### src/rtl/bfp_pkg.sv
// shared constants and item type for the bit field packer
package bfp_pkg;

  localparam int MAX_FIELD_BITS = 64;
  localparam int FIELD_W        = 64;
  localparam int NBITS_W        = 7;
  localparam int BYTE_W         = 8;
  localparam int CNT_W          = 3;
  localparam int STEP_W         = 4;
  localparam int IN_TDATA_W     = 72;

  // one normalized item: stream bit i sits in stream[i]
  typedef struct packed {
    logic [FIELD_W-1:0] stream;
    logic [NBITS_W-1:0] nbits;
    logic               flush;
    logic               msb_first;
  } bfp_item_t;

endpackage

### src/rtl/bfp_front.sv
// front end: mode register, field saturation and reordering into stream order
module bfp_front import bfp_pkg::*; (
  input  logic                  clk,
  input  logic                  rst,
  input  logic                  cfg_valid,
  input  logic                  cfg_data,
  input  logic                  s_tvalid,
  input  logic [IN_TDATA_W-1:0] s_tdata,
  input  logic                  s_tlast,
  input  logic                  q_full,
  output logic                  s_tready,
  output logic                  push,
  output bfp_item_t             push_item
);

  logic               msb_first;
  logic [FIELD_W-1:0] field_value;
  logic [NBITS_W-1:0] field_bits;
  logic [NBITS_W-1:0] nbits_sat;
  logic [NBITS_W-1:0] shift;
  logic [FIELD_W-1:0] aligned;
  logic [FIELD_W-1:0] reversed;

  always_ff @(posedge clk) begin
    if (rst) begin
      msb_first <= 1'b0;
    end else if (cfg_valid) begin
      msb_first <= cfg_data;
    end
  end

  assign field_value = s_tdata[FIELD_W-1:0];
  assign field_bits  = s_tdata[FIELD_W+NBITS_W-1:FIELD_W];

  always_comb begin
    nbits_sat = (field_bits > NBITS_W'(MAX_FIELD_BITS)) ? NBITS_W'(MAX_FIELD_BITS) : field_bits;
    // msb first: left-align the field, then reverse so its top bit lands in bit 0
    shift   = NBITS_W'(FIELD_W) - nbits_sat;
    aligned = field_value << shift;
    for (int i = 0; i < FIELD_W; i++) begin
      reversed[i] = aligned[FIELD_W-1-i];
    end
    push_item.stream    = msb_first ? reversed : field_value;
    push_item.nbits     = nbits_sat;
    push_item.flush     = s_tlast;
    push_item.msb_first = msb_first;
  end

  assign s_tready = ~q_full;
  assign push     = s_tvalid & ~q_full;

endmodule

### src/rtl/bfp_queue.sv
// two-entry item queue between front and back
module bfp_queue import bfp_pkg::*; (
  input  logic      clk,
  input  logic      rst,
  input  logic      push,
  input  bfp_item_t push_item,
  output logic      full,
  input  logic      pop,
  output logic      pop_valid,
  output bfp_item_t pop_item
);

  bfp_item_t  entries [2];
  logic       wr_ptr;
  logic       rd_ptr;
  logic [1:0] count;

  always_ff @(posedge clk) begin
    if (rst) begin
      wr_ptr <= 1'b0;
      rd_ptr <= 1'b0;
      count  <= 2'd0;
    end else begin
      if (push) begin
        wr_ptr <= ~wr_ptr;
      end
      if (pop) begin
        rd_ptr <= ~rd_ptr;
      end
      if (push && !pop) begin
        count <= count + 2'd1;
      end else if (pop && !push) begin
        count <= count - 2'd1;
      end
    end
  end

  always_ff @(posedge clk) begin
    if (push) begin
      entries[wr_ptr] <= push_item;
    end
  end

  assign full      = count[1];
  assign pop_valid = (count != 2'd0);
  assign pop_item  = entries[rd_ptr];

endmodule

### src/rtl/bfp_back.sv
// back end: byte assembler, one byte boundary per step, with output register
module bfp_back import bfp_pkg::*; (
  input  logic              clk,
  input  logic              rst,
  input  logic              item_valid,
  input  bfp_item_t         item,
  output logic              item_pop,
  output logic              m_tvalid,
  input  logic              m_tready,
  output logic [BYTE_W-1:0] m_tdata,
  output logic              m_tlast
);

  // current item
  logic               cur_valid;
  logic [FIELD_W-1:0] stream;
  logic [NBITS_W-1:0] rem;
  logic               flush;
  logic               msb_first;
  // partial byte state
  logic [BYTE_W-1:0]  pending;
  logic [CNT_W-1:0]   pc;
  // output register
  logic               out_valid;
  logic [BYTE_W-1:0]  out_byte;
  logic               out_last;

  logic [STEP_W-1:0]  room;
  logic [STEP_W-1:0]  k;
  logic [BYTE_W-1:0]  low_mask;
  logic [BYTE_W-1:0]  slot_mask;
  logic [BYTE_W-1:0]  slot_bits;
  logic [BYTE_W-1:0]  pos_mask;
  logic [BYTE_W-1:0]  pos_bits;
  logic [BYTE_W-1:0]  byte_next;
  logic [STEP_W-1:0]  pc_sum;
  logic [NBITS_W-1:0] rem_next;
  logic               full_byte;
  logic               done;
  logic               flush_emit;
  logic               emit;
  logic               last;
  logic               advance;

  always_comb begin
    room      = STEP_W'(BYTE_W) - {1'b0, pc};
    k         = (rem < NBITS_W'(room)) ? rem[STEP_W-1:0] : room;
    low_mask  = BYTE_W'({BYTE_W{1'b1}} >> (STEP_W'(BYTE_W) - k));
    slot_mask = low_mask << pc;
    slot_bits = (stream[BYTE_W-1:0] << pc) & slot_mask;
    // msb first mode fills bit 7 downwards
    for (int i = 0; i < BYTE_W; i++) begin
      pos_mask[i] = msb_first ? slot_mask[BYTE_W-1-i] : slot_mask[i];
      pos_bits[i] = msb_first ? slot_bits[BYTE_W-1-i] : slot_bits[i];
    end
    byte_next  = (pending & ~pos_mask) | pos_bits;
    pc_sum     = {1'b0, pc} + k;
    full_byte  = pc_sum[CNT_W];
    rem_next   = rem - NBITS_W'(k);
    done       = (rem_next == '0);
    flush_emit = done && flush && !full_byte && (pc_sum != '0);
    emit       = full_byte || flush_emit;
    // more bytes follow only if a whole byte or a flushed tail is left
    last       = !((rem_next >= NBITS_W'(BYTE_W)) || (flush && (rem_next != '0)));
    advance    = cur_valid && (!emit || !out_valid || m_tready);
    item_pop   = item_valid && (!cur_valid || (advance && done));
  end

  always_ff @(posedge clk) begin
    if (rst) begin
      cur_valid <= 1'b0;
      pending   <= '0;
      pc        <= '0;
      out_valid <= 1'b0;
    end else begin
      if (advance) begin
        if (emit) begin
          pending <= '0;
          pc      <= '0;
        end else begin
          pending <= byte_next;
          pc      <= pc_sum[CNT_W-1:0];
        end
      end
      if (item_pop) begin
        cur_valid <= 1'b1;
      end else if (advance && done) begin
        cur_valid <= 1'b0;
      end
      if (advance && emit) begin
        out_valid <= 1'b1;
      end else if (m_tready) begin
        out_valid <= 1'b0;
      end
    end
  end

  always_ff @(posedge clk) begin
    if (item_pop) begin
      stream    <= item.stream;
      rem       <= item.nbits;
      flush     <= item.flush;
      msb_first <= item.msb_first;
    end else if (advance) begin
      stream <= stream >> k;
      rem    <= rem_next;
    end
    if (advance && emit) begin
      out_byte <= byte_next;
      out_last <= last;
    end
  end

  assign m_tvalid = out_valid;
  assign m_tdata  = out_byte;
  assign m_tlast  = out_last;

endmodule

### src/rtl/bit_field_packer.sv
// top level of the bit field packer: front end, item queue, byte assembler
// path: a taken word passes the queue entry, the assembler's current item, then the output register
// throughput: the assembler takes one chunk per cycle, each chunk ending at a byte
//   boundary or at the end of the field, behind the single-byte output port; it
//   stalls while a full output register is held by m_tready low
// reset: rst clears the queue, the pending partial byte and msb_first (lsb first)
module bit_field_packer import bfp_pkg::*; (
  input  logic                  clk,
  input  logic                  rst,
  // mode register write, always taken
  input  logic                  cfg_valid,
  output logic                  cfg_ready,
  input  logic                  cfg_data,    // msb_first
  // field input
  input  logic                  s_tvalid,
  output logic                  s_tready,
  input  logic [IN_TDATA_W-1:0] s_tdata,     // field_value[63:0], field_bits[70:64], zero pad
  input  logic                  s_tlast,     // flush: pad and send the partial byte
  // byte output
  output logic                  m_tvalid,
  input  logic                  m_tready,
  output logic [BYTE_W-1:0]     m_tdata,     // out_byte[7:0]
  output logic                  m_tlast      // last_of_run
);

  logic      q_full;
  logic      push;
  bfp_item_t push_item;
  logic      pop;
  logic      pop_valid;
  bfp_item_t pop_item;

  // config must only be written while idle (the block does not enforce it), so it never needs to stall
  assign cfg_ready = 1'b1;

  // front saturates the width and turns the field into stream bit order
  bfp_front u_front (
    .clk       (clk),
    .rst       (rst),
    .cfg_valid (cfg_valid),
    .cfg_data  (cfg_data),
    .s_tvalid  (s_tvalid),
    .s_tdata   (s_tdata),
    .s_tlast   (s_tlast),
    .q_full    (q_full),
    .s_tready  (s_tready),
    .push      (push),
    .push_item (push_item)
  );

  // short queue so input and output stall independently
  bfp_queue u_queue (
    .clk       (clk),
    .rst       (rst),
    .push      (push),
    .push_item (push_item),
    .full      (q_full),
    .pop       (pop),
    .pop_valid (pop_valid),
    .pop_item  (pop_item)
  );

  // back end merges bits into the partial byte and sends finished bytes
  bfp_back u_back (
    .clk        (clk),
    .rst        (rst),
    .item_valid (pop_valid),
    .item       (pop_item),
    .item_pop   (pop),
    .m_tvalid   (m_tvalid),
    .m_tready   (m_tready),
    .m_tdata    (m_tdata),
    .m_tlast    (m_tlast)
  );

endmodule

### config.mk
export PLATFORM = sky130hd
export DESIGN_NAME = bit_field_packer
export DESIGN_NICKNAME = d
export VERILOG_FILES = /design/src/rtl/bfp_pkg.sv /design/src/rtl/bfp_front.sv /design/src/rtl/bfp_queue.sv /design/src/rtl/bfp_back.sv /design/src/rtl/bit_field_packer.sv
export SDC_FILE = /design/constraint.sdc
export NUM_CORES = 1
export LEC_CHECK = 0
export BUFFER_PORTS_ARGS = -buffer_cell sky130_fd_sc_hd__clkbuf_2
export CORE_MARGIN = 10
export CORE_UTILIZATION = 50
export CTS_BUF_LIST = sky130_fd_sc_hd__clkbuf_2 sky130_fd_sc_hd__clkbuf_4 sky130_fd_sc_hd__clkbuf_8
export CTS_CLUSTER_SIZE = 20
export DETAILED_ROUTE_END_ITERATION = 7
export PLACE_DENSITY = 0.67
export SLEW_MARGIN = 20
export SYNTH_ARGS = -nofsm -noshare
export SYNTH_HDL_FRONTEND = slang
export SYNTH_SLANG_ARGS = --single-unit
### constraint.sdc
create_clock -name clk -period 12.9 [get_ports clk]
set_clock_uncertainty 0.1 [all_clocks]
set_input_delay 0.645 -clock clk [delete_from_list [all_inputs] [get_ports clk]]
set_output_delay 0.645 -clock clk [all_outputs]
set_load 0.05 [all_outputs]
==> impl_metrics.json, run 1 <==
{
  "power_switching_w": 0.001748,
  "crit_path_frequent_cell": "buf_4",
  "finalSetupViolations": 0,
  "grt_max_degree": 78,
  "p_clk_share_pct": 17.9,
  "rsz0062_at_grt": "no",
  "p_leak_nw": 8.377,
  "route.detailed.drc": 0,
  "tightestPinTransition_ns": 1.060,
  "syn_inst": 1795,
  "multi_input_area_um2": 9415,
  "cts_root_buffer": "clkbuf_8",
  "syn_to_final_growth_pct": 9.032,
  "endpoint_kind": "flip-flop",
  "path_clk_slew_ns": 0.06,
  "viasPerCell": 6.170,
  "vias": 14210,
  "io_buffers": 88,
  "cp_max_fo": 77,
  "dieHeight_um": 206.9,
  "seq_power_share_pct": 33.8,
  "synth-seq-area-share_pct": 41.37,
  "vdd_ir_drop_max_v": 0.0001757,
  "avgSynthCellArea_um2": 9.732,
  "hold_violations": 0,
  "cts_repair_resize_count": 0,
  "ctsHoldBuffers": 0,
  "grt_pass1_wl_mm": 77.80,
  "max_freq_mhz": 129.9,
  "maxCapViolCount": 0,
  "drive_gt1_share_pct": 12.61,
  "grt_pass1_vias": 13660,
  "critPathMaxStageDelay_ns": 0.82,
  "status": "completed",
  "globalRoute.totalOverflow": 0,
  "p_int_w": 0.002369,
  "drt_iter0_drc": 1244,
  "start_util_pct": 50.57,
  "max_slew_margin_pct": 29.30,
  "syn-num-nets": 1888,
  "post_drt_wl_per_cell_um": 21.89,
  "pwr_density_cell_nw_per_um2": 216.1,
  "drt_pass1_iterations": 6,
  "diodes": 0,
  "syn_area_um2": 17470,
  "clk_latency_ns": 0.58,
  "post-synth-top-count-cell": "mux2i_1",
  "whs_ns": 0.1617,
  "seq_area_um2": 7232,
  "ios": 91,
  "cts_setup_buffers": 0,
  "placed_area_um2": 18170,
  "cts.sinks": 247,
  "power_frac_comb_pct": 48.3,
  "async_flop_share_pct": 0,
  "synth_edf_count": 228,
  "antenna_found_initial": 0,
  "maxSlewViolCount": 0,
  "ctsLongestPathBuffers": 3,
  "p_sw_share_pct": 42.46,
  "synthFlopType": "edfxtp_1",
  "cts_tree": "yes",
  "critPathKind": "flip-flop to flip-flop",
  "cts_made_buffers": 42,
  "min_period_over_period_pct": 59.66,
  "h-tree-depth": 2,
  "ys_types": 78,
  "routed_wl_mm": 50.42,
  "hold_path_class": "input port to flip-flop",
  "yosysWarnings": 0,
  "place.gp.congestion": 0.9928,
  "tns_ns": 0,
  "slowest_stage": "dfxtp_1",
  "synth_top_area_cell": "edfxtp_1",
  "antenna_left": 0,
  "fillCellCount": 3152,
  "dpl.hpwl_mm": 36.45,
  "crit_chain": "inv_1, ha_1, xor2_1, o21a_1, o221a_4, buf_4, inv_2, ha_1, a21o_1, a21oi_1, or3_1, a31oi_1, a2111oi_2, o22ai_4, buf_4, buf_4, clkinv_1, mux2i_1",
  "yosysTopAreaCellShare_pct": 39.19,
  "cp.arrival_ns": 7.91,
  "num_rows": 68,
  "ys_ff_latch": 247,
  "grtUsageTotal_pct": 23.11,
  "cp.required_ns": 13.11,
  "die-area_um2": 42820,
  "fin_crit_ns": 7.696,
  "critPathLaunchType": "flip-flop",
  "core_area_um2": 34540,
  "die_w_um": 206.9,
  "final_cell_area_um2": 19050,
  "nets": 1909,
  "synthTopCellsByArea": "edfxtp_1 (39%), mux2i_1 (24%), nand2_1 (4.6%), nand3_1 (3.5%), o21ai_0 (3.3%)",
  "synth_common_cells": "mux2i_1 (416), edfxtp_1 (228), nand2_1 (214)"
}
path summary, 6_finish.rpt:
check | start | to | slack (ns) | cells past startpoint
min | s_tlast | u_queue.entries[1][1]$_DFFE_PP_ | 0.16 | 1
min reg2reg | u_back.pending[6]$_SDFFE_PP0N_ | u_back.pending[6]$_SDFFE_PP0N_ | 0.37 | 1
max reg2reg | u_back.pc[1]$_SDFFE_PP0N_ | u_back.stream[50]$_DFFE_PP_ | 5.20 | 18
max | u_back.pc[1]$_SDFFE_PP0N_ | u_back.stream[50]$_DFFE_PP_ | 5.20 | 18
flip-flops by register name, summed over array words and instances (netlist names), named ones only:
signal and count:
u_back.cur_valid 1, u_back.rem 7, u_back.pc 3, u_back.m_tdata 8
u_back.pending 8, u_front.msb_first 1, u_queue.entries 146, u_back.m_tvalid 1
u_back.flush 1, u_back.stream 64, u_queue.wr_ptr 1, u_queue.count 2
u_queue.rd_ptr 1, u_back.m_tlast 1, u_back.msb_first 1
critical path: cells and delay by family, from the launching register on:
family                   cells  cell delay, ns
AO/OA/AOI/OAI                7            1.19
XOR/XNOR                     1            0.68
adder cells (fa/ha/maj)      2            0.72
buffers and inverters        6            3.27
flip-flops                   1            0.82
multiplexers                 1            0.23
AND/OR/NAND/NOR              1            0.33
layout by cell type (no fill, tap or decap), types with 14 or more instances in the layout:
cell      synthesis  routed
mux2i_1         416     416
edfxtp_1        228     228
nand2_1         214     213
nand3_1         123     123
o21ai_0         114     114
clkbuf_2          0      88
inv_1            86      86
a21oi_1          85      85
nor2_1           69      69
o22ai_1          58      58
clkbuf_8          0      43
buf_4             2      22
o211ai_1         19      19
dfxtp_1          19      17
mux2_2           16      16
clkbuf_4          0      15
nor2b_1          15      14
layout make-up:
class	count	share of cell area, %
inverter	92	1.820
sequential	247	37.97
tap	455	2.989
clock buffer	58	3.698
clock inverter	18	0.9131
timing repair buffer	110	3.179
multi-input combinational	1323	49.43
metrics by stage:
step                      setup WS [ns]  util (%)  std cells  power [W]
after floorplan                   6.159         -       1795   0.002848
after global placement            5.317     52.60       2227   0.003345
after detailed placement          5.289     52.60       2227   0.003374
after CTS                         5.263     55.14       2303   0.004118
after global routing              4.620     55.14       2303   0.004393
final                             5.204     55.14       2303   0.004117
layer usage:
metal	track usage (%)	share of wire (%)	vias to the layer above
met5	0	0	-
met4	9.495	3.8	0
met3	2.965	6.1	101
met2	36.33	46	504
met1	31.72	44	6881
li1	-	-	6723
kinds of logic after synthesis:
logic type                 after synthesis  synth area share, %
muxes                                  437                25.51
and+or+nand+nor                        477                12.26
DFF                                    247                41.37
AOI/OAI and AO/OA                      376                13.74
xor gates and xnor gates                18               0.9024
buffers and inverters                  225                5.150
other                                    1              0.02147
adders and majority gates               14                1.046
power groups by stage:
| stage | clock (W) | combinational [W] | sequential, W |
|---|---|---|---|
| 2_1_floorplan | 0 | 0.00145 | 0.00140 |
| 3_3_place_gp | 0 | 0.00195 | 0.00140 |
| 3_5_place_dp | 0 | 0.00197 | 0.00140 |
| 4_1_cts | 0.000749 | 0.00198 | 0.00139 |
| 5_1_grt | 0.000784 | 0.00219 | 0.00142 |
| 6_report | 0.000735 | 0.00199 | 0.00139 |
Note: power is estimated with default switching activity, not from simulation.
==> inputs of run 2 (changes only) <==
Clock period 12.9 ns to 7.1 ns, I/O delays scaled along.
==> run 2 against run 1 <==
Against the previous run: sequential cell count did not move; clock power rose by 67%; critical path type unchanged; worst hold slack got worse by 0.12 ns; sequential share of layout area fell by 0.060 points; sequential power rose by 82%; setup slack got worse by 4.2 ns; combinational power rose by 83%.
==> impl_metrics.json, run 2 (same netlist as run 1, synthesis figures left out) <==
{
  "max_slew_margin_pct": 29.24,
  "place.gp.congestion": 0.9757,
  "viasPerCell": 6.173,
  "clk_latency_ns": 0.59,
  "tns_ns": 0,
  "grt_pass1_wl_mm": 78.56,
  "globalRoute.totalOverflow": 0,
  "drt_iter0_drc": 1244,
  "vdd_ir_drop_max_v": 0.0003426,
  "num_rows": 68,
  "min_period_over_period_pct": 85.61,
  "critPathLaunch": "u_back.pc[2]$_SDFFE_PP0N_",
  "instances_no_fill": 2311,
  "cp.arrival_ns": 6.48,
  "endpoint_kind": "flip-flop",
  "cts_root_buffer": "clkbuf_8",
  "placedCellCount": 2230,
  "grt_max_degree": 98,
  "h-tree-depth": 2,
  "grt_pass1_vias": 13930,
  "die_w_um": 206.9,
  "largest_reg_flops": 146,
  "vias": 14270,
  "reg_top3": "u_queue.entries (146), u_back.stream (64)",
  "maxSlewViolCount": 0,
  "reg2reg_slack_ns": 1.02,
  "cts_made_buffers": 42,
  "layout_common_cells": "mux2i_1 (416), edfxtp_1 (228), nand2_1 (213), nand3_1 (123), o21ai_0 (114)",
  "cp.required_ns": 7.51,
  "pwr_density_cell_nw_per_um2": 389.1,
  "fillCellCount": 3118,
  "post_drt_wl_per_cell_um": 22.19,
  "largest_register": "u_queue.entries",
  "syn_to_final_growth_pct": 9.203,
  "nets": 1916,
  "die-area_um2": 42820,
  "min-delay-start": "rst",
  "start_util_pct": 50.57,
  "hold_violations": 0,
  "cts_setup_buffers": 0,
  "antenna_left": 0,
  "grtUsageTotal_pct": 23.44,
  "antenna_found_initial": 1,
  "dieHeight_um": 206.9,
  "ios": 91,
  "cts_tree": "yes",
  "routed_wl_mm": 51.29,
  "dpl.hpwl_mm": 37.04,
  "fin_crit_ns": 6.078,
  "hold_path_class": "input port to flip-flop",
  "layout_commonest_cell": "mux2i_1",
  "cts.sinks": 247,
  "critPathLaunchType": "flip-flop",
  "cp_max_fo": 41,
  "status": "completed",
  "rr_startpoint": "u_back.pc[2]$_SDFFE_PP0N_",
  "finalSetupViolations": 0,
  "drive_gt1_share_pct": 12.66,
  "ctsLongestPathBuffers": 3,
  "io_buffers": 88,
  "tightestPinTransition_ns": 1.061,
  "rsz0062_at_grt": "no",
  "drt_pass1_iterations": 6,
  "path_clk_slew_ns": 0.06,
  "max_freq_mhz": 164.5,
  "p_leak_nw": 8.390,
  "maxCapViolCount": 0,
  "route.detailed.drc": 0,
  "critPathKind": "flip-flop to flip-flop",
  "core_area_um2": 34540,
  "diodes": 0
}
[run 2: worst max-delay path: stages (launching register included)]
cell and delay [ns]:
dfxtp_1 0.54, nor3_1 0.43, inv_1 0.11, ha_1 0.23
nor4_2 0.68, o22ai_1 0.33, or2_1 0.46, ha_1 0.30
fa_1 0.42, xor2_1 0.18, o31a_1 0.27, inv_1 0.06
a31oi_1 0.11, a2111oi_2 0.51, o22ai_4 0.22, buf_12 0.22
ha_1 0.32, or3_1 0.35, a21oi_1 0.15
[run 2: path summary, 6_finish.rpt]
| kind | endpoint | depth (start not counted) |
|---|---|---|
| max | u_queue.count[1]$_SDFFE_PP0P_ | 18 |
| min | u_front.msb_first$_SDFFE_PP0P_ | 2 |
| max reg2reg | u_queue.count[1]$_SDFFE_PP0P_ | 18 |
| min reg2reg | u_back.pending[1]$_SDFFE_PP0N_ | 1 |
[run 2: timing repair]
item                      CTS  global route
hold endpoints to repair    5             0
hold buffers                4             0
resized for setup           0             0
[run 2: area by class of cell]
cell class | instances | area (µm²) | area share [%]
clock buffers | 60 | 713.2 | 3.738
clock inverters | 17 | 95.09 | 0.4985
inverters | 92 | 346.6 | 1.817
multi-input cells | 1323 | 9415 | 49.35
flip-flops and latches | 247 | 7232 | 37.91
well taps | 455 | 569.3 | 2.984
repair buffers | 117 | 705.7 | 3.699
[run 2: routing by layer]
layer | GRT usage [%] | vias to the layer above | wire, µm
li1 | - | 6708 | -
met1 | 31.35 | 6841 | 21860
met2 | 37.21 | 601 | 23740
met3 | 3.184 | 116 | 3483
met4 | 10.71 | 0 | 2199
met5 | 0 | - | 0
[run 2: report_power, final]
part | switching, W | internal (W) | leakage, nW
clock | 0.000579 | 0.000656 | 0.438
sequential | 0.000265 | 0.00227 | 2.33
combinational | 0.00236 | 0.00130 | 5.62
[run 2: through the flow]
step                total power (W)  util [%]  hold WS, ns  setup slack [ns]  instance area [µm²]
finish                     0.007423     55.23      0.04659             1.022                19080
global route               0.007913     55.23      0.03203            0.6063                19080
CTS                        0.007413     55.23      0.01001             1.069                19080
detailed placement         0.006153     52.77       0.3582             1.121                18230
global placement           0.006113     52.77       0.3501             1.268                18230
floorplan                  0.005175         -       0.3362            0.3591                17470
